==> src/sv/assert_macros.svh <==
// Assertion helpers shared by the RTL. Each macro expects clk and rst in scope.
`ifndef ASSERT_MACROS_SVH
`define ASSERT_MACROS_SVH

// Property checked on every clock edge outside reset.
`define ASSERT_CLK(label, prop, msg) \
  label: assert property (@(posedge clk) disable iff (rst) (prop)) else $error(msg);

// Antecedent in a cycle implies consequent in the next.
`define ASSERT_NEXT(label, ante, cons, msg) \
  label: assert property (@(posedge clk) disable iff (rst) (ante) |=> (cons)) else $error(msg);

`endif

==> src/sv/dwmd_pkg.sv <==
package dwmd_pkg;

  // Fixed field widths.
  localparam int SYM_W      = 8;
  localparam int POS_OUT_W  = 16;
  localparam int CFG_W      = 5;
  localparam int CFG_IDX_W  = 1;
  localparam int SYM_DEPTH  = 1 << SYM_W;

  // Configuration register indexes.
  localparam logic [CFG_IDX_W-1:0] CFG_SHORT_WINDOW = 1'b0;
  localparam logic [CFG_IDX_W-1:0] CFG_LONG_WINDOW  = 1'b1;

  // Reset values of the window lengths.
  localparam logic [CFG_W-1:0] SHORT_WINDOW_RST = 5'd4;
  localparam logic [CFG_W-1:0] LONG_WINDOW_RST  = 5'd14;

  // One result transaction.
  typedef struct packed {
    logic [POS_OUT_W-1:0] position;
    logic                 short_marker;
    logic                 long_marker;
    logic                 both_found;
  } result_t;

endpackage

==> src/sv/dwmd_last_pos_ram.sv <==
// Last-seen position of every symbol value: one write port, one registered read port.
module dwmd_last_pos_ram #(
  parameter int DATA_W = 5
) (
  input  logic                        clk,
  input  logic                        wr_en,
  input  logic [dwmd_pkg::SYM_W-1:0]  wr_addr,
  input  logic [DATA_W-1:0]           wr_data,
  input  logic                        rd_en,
  input  logic [dwmd_pkg::SYM_W-1:0]  rd_addr,
  output logic [DATA_W-1:0]           rd_data
);

  logic [DATA_W-1:0] mem [dwmd_pkg::SYM_DEPTH];

  // Write port.
  always_ff @(posedge clk) begin
    if (wr_en) begin
      mem[wr_addr] <= wr_data;
    end
  end

  // Read port; the data holds until the next read.
  always_ff @(posedge clk) begin
    if (rd_en) begin
      rd_data <= mem[rd_addr];
    end
  end

endmodule

==> src/sv/dwmd_core.sv <==
// Run-length tracker: combines the last-seen position of the symbol with the
// short history to keep the length of the longest distinct suffix.
module dwmd_core #(
  parameter int WINDOW_MAX = 16,
  parameter int COUNT_BITS = 16,
  parameter int POS_W      = 5
) (
  input  logic                          clk,
  input  logic                          rst,
  input  logic                          advance,
  input  logic [dwmd_pkg::SYM_W-1:0]    sym,
  input  logic                          restart,
  input  logic [POS_W-1:0]              rd_pos,
  input  logic [dwmd_pkg::CFG_W-1:0]    short_cfg,
  input  logic [dwmd_pkg::CFG_W-1:0]    long_cfg,
  output logic                          wr_en,
  output logic [dwmd_pkg::SYM_W-1:0]    wr_addr,
  output logic [POS_W-1:0]              wr_data,
  output dwmd_pkg::result_t             result
);

  localparam int IDX_W = $clog2(WINDOW_MAX);
  localparam int RUN_W = $clog2(WINDOW_MAX + 1);
  localparam logic [POS_W-1:0]      WIN_P     = POS_W'(WINDOW_MAX);
  localparam logic [RUN_W-1:0]      RUN_MAX   = RUN_W'(WINDOW_MAX);
  localparam logic [COUNT_BITS-1:0] COUNT_MAX = {COUNT_BITS{1'b1}};

  logic [dwmd_pkg::SYM_W-1:0] history [WINDOW_MAX];
  logic [POS_W-1:0]           pos_cnt;
  logic [RUN_W-1:0]           run;
  logic [COUNT_BITS-1:0]      byte_count;
  logic                       short_seen;
  logic                       long_seen;
  logic                       fwd_valid;
  logic [dwmd_pkg::SYM_W-1:0] fwd_sym;
  logic [POS_W-1:0]           fwd_pos;

  logic [POS_W-1:0]      last_pos;
  logic [POS_W-1:0]      gap;
  logic [IDX_W-1:0]      hist_idx;
  logic [COUNT_BITS-1:0] count_base;
  logic [COUNT_BITS-1:0] byte_count_next;
  logic [RUN_W-1:0]      run_base;
  logic [RUN_W-1:0]      run_inc;
  logic [RUN_W-1:0]      run_next;
  logic                  dup_hit;
  logic                  short_base;
  logic                  long_base;
  logic [RUN_W-1:0]      short_len;
  logic [RUN_W-1:0]      long_len;
  logic                  short_hit;
  logic                  long_hit;

  // The previous write may not have reached the read data yet, so forward it.
  assign last_pos = (fwd_valid && (fwd_sym == sym)) ? fwd_pos : rd_pos;
  assign gap      = pos_cnt - last_pos;
  assign hist_idx = IDX_W'(gap - POS_W'(1));

  // A restart clears the stream state before this byte is taken.
  assign count_base = restart ? '0 : byte_count;
  assign run_base   = restart ? '0 : run;
  assign short_base = restart ? 1'b0 : short_seen;
  assign long_base  = restart ? 1'b0 : long_seen;

  // A stored position is only trusted when the history confirms it and it lies
  // within the current stream.
  assign dup_hit = (gap != '0) && (gap <= WIN_P) &&
                   (count_base >= COUNT_BITS'(gap)) && (history[hist_idx] == sym);

  assign run_inc  = (run_base == RUN_MAX) ? run_base : run_base + RUN_W'(1);
  assign run_next = (dup_hit && (RUN_W'(gap) < run_inc)) ? RUN_W'(gap) : run_inc;

  assign byte_count_next = (count_base == COUNT_MAX) ? count_base
                                                     : count_base + COUNT_BITS'(1);

  // Clamp the window lengths to the range 1 to WINDOW_MAX.
  always_comb begin
    if (short_cfg == '0) begin
      short_len = RUN_W'(1);
    end else if (int'(short_cfg) > WINDOW_MAX) begin
      short_len = RUN_MAX;
    end else begin
      short_len = RUN_W'(short_cfg);
    end
    if (long_cfg == '0) begin
      long_len = RUN_W'(1);
    end else if (int'(long_cfg) > WINDOW_MAX) begin
      long_len = RUN_MAX;
    end else begin
      long_len = RUN_W'(long_cfg);
    end
  end

  // A window is distinct when the distinct suffix covers it.
  assign short_hit = !short_base && (byte_count_next >= COUNT_BITS'(short_len)) &&
                     (run_next >= short_len);
  assign long_hit  = !long_base && (byte_count_next >= COUNT_BITS'(long_len)) &&
                     (run_next >= long_len);

  // Position field saturates at its own maximum.
  generate
    if (COUNT_BITS > dwmd_pkg::POS_OUT_W) begin : g_pos_sat
      assign result.position =
        (byte_count_next > COUNT_BITS'({dwmd_pkg::POS_OUT_W{1'b1}})) ?
        {dwmd_pkg::POS_OUT_W{1'b1}} : byte_count_next[dwmd_pkg::POS_OUT_W-1:0];
    end else begin : g_pos_ext
      assign result.position = dwmd_pkg::POS_OUT_W'(byte_count_next);
    end
  endgenerate

  assign result.short_marker = short_hit;
  assign result.long_marker  = long_hit;
  assign result.both_found   = (short_base || short_hit) && (long_base || long_hit);

  // Record the position of this symbol.
  assign wr_en   = advance;
  assign wr_addr = sym;
  assign wr_data = pos_cnt;

  // History shift line.
  always_ff @(posedge clk) begin
    if (advance) begin
      history[0] <= sym;
      for (int i = 1; i < WINDOW_MAX; i++) begin
        history[i] <= history[i-1];
      end
    end
  end

  // Stream state.
  always_ff @(posedge clk) begin
    if (rst) begin
      pos_cnt    <= '0;
      run        <= '0;
      byte_count <= '0;
      short_seen <= 1'b0;
      long_seen  <= 1'b0;
      fwd_valid  <= 1'b0;
    end else if (advance) begin
      pos_cnt    <= pos_cnt + POS_W'(1);
      run        <= run_next;
      byte_count <= byte_count_next;
      short_seen <= short_base || short_hit;
      long_seen  <= long_base || long_hit;
      fwd_valid  <= 1'b1;
    end
  end

  // Forwarding copy of the last write.
  always_ff @(posedge clk) begin
    if (advance) begin
      fwd_sym <= sym;
      fwd_pos <= pos_cnt;
    end
  end

`include "assert_macros.svh"

  `ASSERT_NEXT(a_short_sticky, short_seen && !(advance && restart), short_seen, "short flag lost")
  `ASSERT_NEXT(a_long_sticky, long_seen && !(advance && restart), long_seen, "long flag lost")
  `ASSERT_CLK(a_run_in_stream, (run == '0) || (byte_count != '0), "run outside a stream")
  `ASSERT_CLK(a_run_bound, run <= RUN_MAX, "run beyond window")

endmodule

==> src/sv/distinct_window_marker_detect.sv <==
// Distinct-window marker detector.
// Input channel (in_valid/in_ready) carries one byte per transaction in symbol,
// with restart set on the first byte of a new stream. Every input transaction
// produces exactly one output transaction (out_valid/out_ready) carrying the
// saturating byte position, the one-shot short and long markers and both_found.
// Window lengths are written through cfg_write/cfg_index/cfg_data while idle.
// The byte and its last-position read are registered in the read stage when the
// byte is accepted, and the output register loads the result when the read
// stage advances into it. Throughput: one byte per cycle while the receiver
// takes results; the read-modify-write of the last-position memory is
// forwarded, so consecutive bytes never wait on each other.
// Reset clears the stream count, flags and pipeline, and restores window
// lengths of 4 and 14. It then starts a clearing pass that zeroes the 256
// last-position entries one per cycle, and in_ready stays low for those cycles.
// When the receiver stalls the result is held in the output register, one more
// byte may sit in the read stage, and in_ready then falls until space returns.
module distinct_window_marker_detect #(
  parameter int WINDOW_MAX = 16,
  parameter int COUNT_BITS = 16
) (
  input  logic                               clk,
  input  logic                               rst,
  input  logic                               in_valid,
  output logic                               in_ready,
  input  logic [dwmd_pkg::SYM_W-1:0]         symbol,
  input  logic                               restart,
  output logic                               out_valid,
  input  logic                               out_ready,
  output logic [dwmd_pkg::POS_OUT_W-1:0]     position,
  output logic                               short_marker,
  output logic                               long_marker,
  output logic                               both_found,
  input  logic                               cfg_write,
  input  logic [dwmd_pkg::CFG_IDX_W-1:0]     cfg_index,
  input  logic [dwmd_pkg::CFG_W-1:0]         cfg_data
);

  localparam int POS_W = $clog2(WINDOW_MAX) + 1;
  localparam int CLR_W = dwmd_pkg::SYM_W;

  logic [dwmd_pkg::CFG_W-1:0] short_window;
  logic [dwmd_pkg::CFG_W-1:0] long_window;
  logic                       s1_valid;
  logic [dwmd_pkg::SYM_W-1:0] s1_sym;
  logic                       s1_restart;
  logic                       in_fire;
  logic                       advance;
  logic [POS_W-1:0]           rd_pos;
  logic                       wr_en;
  logic [dwmd_pkg::SYM_W-1:0] wr_addr;
  logic [POS_W-1:0]           wr_data;
  logic                       clr_busy;
  logic [CLR_W-1:0]           clr_addr;
  logic                       ram_wr_en;
  logic [dwmd_pkg::SYM_W-1:0] ram_wr_addr;
  logic [POS_W-1:0]           ram_wr_data;
  dwmd_pkg::result_t          core_res;
  dwmd_pkg::result_t          out_res;

  // Configuration registers.
  always_ff @(posedge clk) begin
    if (rst) begin
      short_window <= dwmd_pkg::SHORT_WINDOW_RST;
      long_window  <= dwmd_pkg::LONG_WINDOW_RST;
    end else if (cfg_write) begin
      case (cfg_index)
        dwmd_pkg::CFG_SHORT_WINDOW: short_window <= cfg_data;
        dwmd_pkg::CFG_LONG_WINDOW:  long_window  <= cfg_data;
        default: ;
      endcase
    end
  end

  // Clearing pass: after reset every last-position entry is zeroed, one per cycle.
  always_ff @(posedge clk) begin
    if (rst) begin
      clr_busy <= 1'b1;
      clr_addr <= '0;
    end else if (clr_busy) begin
      clr_addr <= clr_addr + CLR_W'(1);
      if (clr_addr == '1) begin
        clr_busy <= 1'b0;
      end
    end
  end

  // Handshake: the read stage moves on whenever the output register has room.
  assign advance  = s1_valid && (!out_valid || out_ready);
  assign in_ready = !clr_busy && (!s1_valid || advance);
  assign in_fire  = in_valid && in_ready;

  // Read stage.
  always_ff @(posedge clk) begin
    if (rst) begin
      s1_valid <= 1'b0;
    end else if (in_ready) begin
      s1_valid <= in_valid;
    end
  end

  always_ff @(posedge clk) begin
    if (in_fire) begin
      s1_sym     <= symbol;
      s1_restart <= restart;
    end
  end

  // The clearing pass owns the write port until it is done.
  assign ram_wr_en   = clr_busy || wr_en;
  assign ram_wr_addr = clr_busy ? clr_addr : wr_addr;
  assign ram_wr_data = clr_busy ? '0 : wr_data;

  dwmd_last_pos_ram #(
    .DATA_W (POS_W)
  ) u_ram (
    .clk     (clk),
    .wr_en   (ram_wr_en),
    .wr_addr (ram_wr_addr),
    .wr_data (ram_wr_data),
    .rd_en   (in_fire),
    .rd_addr (symbol),
    .rd_data (rd_pos)
  );

  dwmd_core #(
    .WINDOW_MAX (WINDOW_MAX),
    .COUNT_BITS (COUNT_BITS),
    .POS_W      (POS_W)
  ) u_core (
    .clk       (clk),
    .rst       (rst),
    .advance   (advance),
    .sym       (s1_sym),
    .restart   (s1_restart),
    .rd_pos    (rd_pos),
    .short_cfg (short_window),
    .long_cfg  (long_window),
    .wr_en     (wr_en),
    .wr_addr   (wr_addr),
    .wr_data   (wr_data),
    .result    (core_res)
  );

  // Output register.
  always_ff @(posedge clk) begin
    if (rst) begin
      out_valid <= 1'b0;
    end else if (advance) begin
      out_valid <= 1'b1;
    end else if (out_ready) begin
      out_valid <= 1'b0;
    end
  end

  always_ff @(posedge clk) begin
    if (advance) begin
      out_res <= core_res;
    end
  end

  assign position     = out_res.position;
  assign short_marker = out_res.short_marker;
  assign long_marker  = out_res.long_marker;
  assign both_found   = out_res.both_found;

`include "assert_macros.svh"

  `ASSERT_NEXT(a_s1_hold, s1_valid && !advance, s1_valid && $stable(s1_sym), "read stage lost")
  `ASSERT_CLK(a_no_overwrite, !(advance && out_valid && !out_ready), "result overwritten")
  `ASSERT_CLK(a_clear_quiet, !(clr_busy && (s1_valid || wr_en)), "traffic during clearing")

endmodule
==> config.mk <==
export PLATFORM = sky130hd
export DESIGN_NAME = distinct_window_marker_detect
export DESIGN_NICKNAME = d
export VERILOG_FILES = /design/src/sv/dwmd_pkg.sv /design/src/sv/dwmd_last_pos_ram.sv /design/src/sv/dwmd_core.sv /design/src/sv/distinct_window_marker_detect.sv
export VERILOG_INCLUDE_DIRS = /design/src /design/src/sv
export SDC_FILE = /design/constraint.sdc
export NUM_CORES = 2
export LEC_CHECK = 0
export BUFFER_PORTS_ARGS = -buffer_cell sky130_fd_sc_hd__buf_2
export CAP_MARGIN = 20
export CORE_ASPECT_RATIO = 2
export CORE_MARGIN = 1.5
export CORE_UTILIZATION = 55
export CTS_CLUSTER_DIAMETER = 40
export DETAILED_ROUTE_END_ITERATION = 8
export MAX_ROUTING_LAYER = met4
export PLACE_DENSITY = 0.73
export SETUP_SLACK_MARGIN = 0.2
export SKIP_CTS_REPAIR_TIMING = 1
export SLEW_MARGIN = 5
export SYNTH_ARGS = -nofsm -noshare
export SYNTH_HDL_FRONTEND = slang
export SYNTH_SLANG_ARGS = --single-unit
==> constraint.sdc <==
create_clock -name clk -period 8.4 [get_ports clk]
set_clock_uncertainty 0.1 [all_clocks]
set_input_delay 1.68 -clock clk [delete_from_list [all_inputs] [get_ports clk]]
set_output_delay 1.68 -clock clk [all_outputs]
set_load 0.01 [all_outputs]
# After elaboration in Yosys (flattened, before gate mapping)
# Memory sizes are Yosys's and may differ from the RTL's. A register that Yosys moved wholly into a read port is not among the register bits.
# Index checks and enable logic that the tools add are counted.
# Widths: inputs -> output; s select.
dict set report op_classes {
  add_sub_neg 6
  magnitude_cmp 9
  n_eq_ne 5
  n_mux 22
  bitwise_logic 1
  n_reduce_logical 29
}
# cell count
set ops {}
lappend ops {{$ge 16x5->1} 3}
lappend ops {{$mux 5} 9}
lappend ops {{$mux 16} 2}
lappend ops {{$add 16x1->16 const B} 1}
lappend ops {{$eq 16x16->1 const B} 1}
lappend ops {{$eq 8x8->1} 2}
lappend ops {{$logic_and 1x1->1} 13}
lappend ops {{$add 5x1->5 const B} 2}
lappend ops {{$ge 5x5->1} 2}
lappend ops {{$gt 5x5->1 const B} 2}
lappend ops {{$logic_not 5->1} 2}
lappend ops {{$mux 1} 10}
lappend ops {{$add 8x1->8 const B} 1}
lappend ops {{$eq 8x8->1 const B} 1}
lappend ops {{$mux 8} 1}
lappend ops {{$eq 5x5->1 const B} 1}
lappend ops {{$le 5x5->1 const B} 1}
lappend ops {{$logic_not 1->1} 5}
lappend ops {{$logic_or 1x1->1} 5}
lappend ops {{$lt 5x5->1} 1}
lappend ops {{$reduce_bool 5->1} 1}
lappend ops {{$sub 5x5->5} 1}
lappend ops {{$reduce_and 2->1} 2}
lappend ops {{$sub 4x1->4 const B} 1}
lappend ops {{2 further kinds} 2}
dict set report word_totals {
  ff_bits 91
  ramBits 1408
  in_bits 20
  elab_cells 94
  n_memories 2
}
# name depth width read_ports rd_ports_with_merged_regs wr line
set memory_table {}
lappend memory_table {u_ram.mem 256 5 1 1 1 dwmd_last_pos_ram.sv:14} ;# logic [DATA_W-1:0] mem [dwmd_pkg::SYM_DEPTH];
lappend memory_table {u_core.history 16 8 16 0 16 dwmd_core.sv:28} ;# logic [dwmd_pkg::SYM_W-1:0] history [WINDOW_MAX];

# Depth between registers and ports, before layout
dict set report depth {
  ltp_word 14
  mapped_depth 31
  ltp_nobuf 31
}

# Hierarchy
# A second synthesis with hierarchy kept.
dict set report hier_totals {
  cells_unflattened 3244
  area_unflattened_um2 60325.4
}
# mod n_inst cells_per_inst area_per_inst_um2 seq_area_each_um2
set modules_own_cells {}
lappend modules_own_cells {dwmd_last_pos_ram 1 2497 50334.5 38587.0}
lappend modules_own_cells {dwmd_core 1 614 8184.1 4574.4}
lappend modules_own_cells {distinct_window_marker_detect 1 133 1806.7 1261.2}

# Worst setup path after synthesis
# OpenSTA, ideal clock, no wires.
dict set report synth_path {
  path_type {reg2reg}
  start {register clr_busy}
  end {memory u_ram.mem[0][2] (data pin)}
  setup_ps 1449
  arrival_time_ps 7154
  t_required_ps 6851
  setup_slack_ps -304
  stages_incl_launch_ff 5
  synth_period_minus_slack_ps 8704
  path_cell_list {dfxtp_1 > clkbuf_1 > buf_1 > buf_1 > nor2b_1}
}
dict set report synth_via {
  elab_chain_len 1
}
# element line
set synth_lines {}
lappend synth_lines {{from (decl)} distinct_window_marker_detect.sv:52} ;# logic clr_busy;
lappend synth_lines {{from (signal assigned)} distinct_window_marker_detect.sv:77} ;# clr_busy <= 1'b1;
lappend synth_lines {{from (signal assigned)} distinct_window_marker_detect.sv:82} ;# clr_busy <= 1'b0;
lappend synth_lines {{$mux 5} distinct_window_marker_detect.sv:111} ;# assign ram_wr_data = clr_busy ? '0 : wr_data;
lappend synth_lines {{named net ram_wr_data[2]} distinct_window_marker_detect.sv:56} ;# logic [POS_W-1:0] ram_wr_data;
lappend synth_lines {{to (decl)} dwmd_last_pos_ram.sv:14}
# The timed path passes the listed nets, and every way through them passes these cells.

==> key figures <==
Power and ir drop
  • Internal power: 11.7 mW
  • Comb power frac: 0.029
  • Leakage: 21.6 nW
  • Worst vdd ir: between 0.15 and 0.2 mV
  • Switching Share: 0.200
  • Power Density: around 220 nW/µm²
  • Sw Pwr: 2.92 mW
  • Clock power share: 0.419
  • Overall power: approximately 15 mW
  • Flop pwr share: 0.552

Critical path
  • Depth of the most critical reg-to-reg path: 27
  • Reg-to-Reg Start: s1_sym[5]
  • CP max FO: 32
  • CP arrival: approximately 8000 ps
  • Worst setup SP type: flip-flop
  • Setup crit end kind: flip-flop
  • Reg2Reg Setup Slack: between 800 and 900 ps
  • Critical R2R Capture: both_found
  • Worst Path Required: 8780 ps
  • Slowest stage cell, crit path: a2111oi_4
  • Critical Path Start: s1_sym[5]
  • CP max stage delay: between 500 and 600 ps
  • Most frequent CP cell: a21o_1
  • Critical path class: reg -> reg

Yosys
  • Gate Count Post-Synth: between 2000 and 3000
  • Register area share after synthesis: 0.745
  • Net count after synthesis: just under 3000
  • Yosys Warn Count: 0
  • #FFs+latches synth: roughly 1500
  • Ys async rst share: 0
  • Most used DFF post-synth: edfxtp_1
  • Post-Syn Area: 59700 µm²
  • Yosys cell types: 67
  • Syn Area/Cell: 20.5 µm²
  • Post-synth EDFFs: 1446

Drt
  • Final wirelength: 133000 µm
  • DR iter-0 viols: around 2500
  • Drt drc: 0
  • Vias per inst: ~6.4
  • DR vias: between 20000 and 30000
  • Antenna Nets Post-Route: 0
  • DR pass1 iterations: 6
  • DR WL/cell: 30.0 µm

Timing
  • Final count of negative-setup-slack endpoints: 0
  • Final Hold Fails: 0
  • RSZ-0062 raised after global routing: no
  • Final worst slack: roughly 890 ps
  • F_max: 133 MHz
  • Final Max Slew Viols: 0
  • Tmin final: between 7000 and 8000 ps
  • Hold_ws: roughly 350 ps
  • Slew HR: 0.161
  • Worst-margin pin slew: around 1300 ps
  • Fraction of the cycle the final worst path needs: 0.894

Final layout
  • Commonest cells after routing, fill and taps aside: 1446 x edfxtp_1, 457 x mux4_2, 324 x nor2_1, 120 x clkbuf_16, 104 x nand2_1
  • Area Growth Syn to Fin: 10.4%
  • Final instance area: approximately 66000 µm²
  • # nets final: between 3000 and 4000
  • Most common cell after layout, fill and taps aside: edfxtp_1
  • Share of cells above drive strength 1: 0.254
  • Non-Filler Instances: around 4400
  • # fillers: around 7100

Placement
  • Placed wire-length estimate: just over 80000 µm
  • # port buffers: 40
  • Gpl congestion: ~0.87
  • Placement Cell Area: just over 60000 µm²
  • Worst slack, placed: approximately 940 ps
  • Cell total after placement: between 4000 and 5000

Worst hold path
  • Hold/Removal Path Class: reg -> reg
  • Hold path start: u_core.history[13][3]
  • Hold Path Stages: 0
  • Hold Crit Endpoint: u_core.history[14][3]

GRT
  • Vias in the first global route: 30200
  • Initial antenna violation count: 11
  • Largest net degree at the start of global routing: around 220
  • First-pass GRT wire length: 198000 µm
  • Overall Global Routing Usage: 0.255
  • GRT Residual Overflow: 0

Outcome
  • Status: finished clean

Flow run
  • Max_cap viols: 0

CTS
  • TritonCTS clock tree: done
  • TritonCTS Buffers: 120
  • CTS clk-pin slew, worst paths: 70 ps
  • Worst-skew pair later-pin latency: between 700 and 800 ps
  • Max H-tree Level: 3
  • Clk sink count: between 1000 and 1500
  • Root buffer cell: clkbuf_16
  • Max clock buf depth: 3

Floorplan
  • Io pins: a little over 40
  • DIE HEIGHT: approximately 470 µm
  • Site Rows: 170
  • Die Area: around 110000 µm²
  • Chip width: roughly 240 µm
  • Initial Util: 0.555
  • Core footprint: approximately 110000 µm²
## critical path, delay by kind of cell (launching register included)
| family | cells | cell delay [ps] |
|---|---|---|
| xor gates and xnor gates | 2 | 480 |
| and+or+nand+nor | 7 | 1250 |
| AOI/OAI and AO/OA | 8 | 1890 |
| muxes | 4 | 1040 |
| DFF | 1 | 520 |
| adders and majority gates | 4 | 1360 |
| buffers and inverters | 2 | 580 |
## cells by family (layout without fill, tap and decap cells)
kind of cell | Yosys count | in the layout | share of synthesized area
adder cells (fa/ha/maj) | 35 | 35 | 0.00747
flip-flops | 1496 | 1496 | 0.745
AND/OR/NAND/NOR | 550 | 550 | 0.0398
AO/OA/AOI/OAI | 108 | 108 | 0.0118
buffers and inverters | 188 | 337 | 0.0121
multiplexers | 486 | 486 | 0.177
XOR/XNOR | 43 | 43 | 0.00682
other | 0 | 12 | 0
## worst max-delay path by stage
stage | to | cells after the start | slack [ps]
2_1_floorplan | u_ram.mem[0][2] | 4 | -300
6_report | both_found | 27 | 890
5_1_grt | both_found | 27 | 490
3_3_place_gp | both_found | 27 | 1060
4_1_cts | both_found | 27 | 900
3_5_place_dp | both_found | 27 | 940
## cells in the mapped netlist, types with 23 or more instances
library cell | n | area (µm²)
buf_1 | 38 | 143
edfxtp_1 | 1446 | 43400
o21ai_0 | 23 | 115
xnor2_1 | 26 | 228
mux2i_1 | 26 | 260
nor2_1 | 326 | 1220
inv_1 | 31 | 116
mux4_2 | 457 | 10300
nand2_1 | 113 | 424
nand3_1 | 26 | 130
ha_1 | 34 | 425
clkbuf_1 | 113 | 424
dfxtp_1 | 50 | 1000
a21oi_1 | 41 | 205
## flip-flops by register name, summed over array words and instances, names as in the netlist, 8 cells and up
register and flops:
s1_sym 8, u_core.byte_count 16, clr_addr 8, u_ram.mem 1280, position 16, u_core.history 128
## layout make-up
| type | instances | area, µm² | area share |
|---|---|---|---|
| flip-flops and latches | 1496 | 44400 | 0.674 |
| multi-input cells | 1222 | 14600 | 0.221 |
| diodes | 12 | 30.0 | 0.000456 |
| inverters | 31 | 121 | 0.00184 |
| clock buffers | 134 | 3110 | 0.0471 |
| repair buffers | 76 | 637 | 0.00967 |
| well taps | 1376 | 1720 | 0.0261 |
| clock inverters | 96 | 1250 | 0.0189 |
## routing by layer
metal / vias up / track usage / part of all wire
met2: 1096 / 0.461 / 0.56
li1: 12000 / - / -
met4: 0 / 0.114 / 0.049
met3: 302 / 0.0371 / 0.054
met5: - / - / 0
met1: 15000 / 0.277 / 0.34
## stage by stage
stage	util	TNS, ps
2_1_floorplan	-	-232600
3_3_place_gp	0.572	0
3_5_place_dp	0.572	0
4_1_cts	0.613	0
5_1_grt	0.613	0
6_report	0.613	0
## power groups by stage
| stage | Clock (mW) | Sequential, mW | Combinational [mW] |
|---|---|---|---|
| 2_1_floorplan | 0 | 8.23 | 0.285 |
| 3_3_place_gp | 0 | 8.23 | 0.421 |
| 3_5_place_dp | 0 | 8.23 | 0.427 |
| 4_1_cts | 6.19 | 8.07 | 0.429 |
| 5_1_grt | 6.45 | 8.06 | 0.439 |
| 6_report | 6.12 | 8.07 | 0.421 |
(Power assumes the default switching activity.)
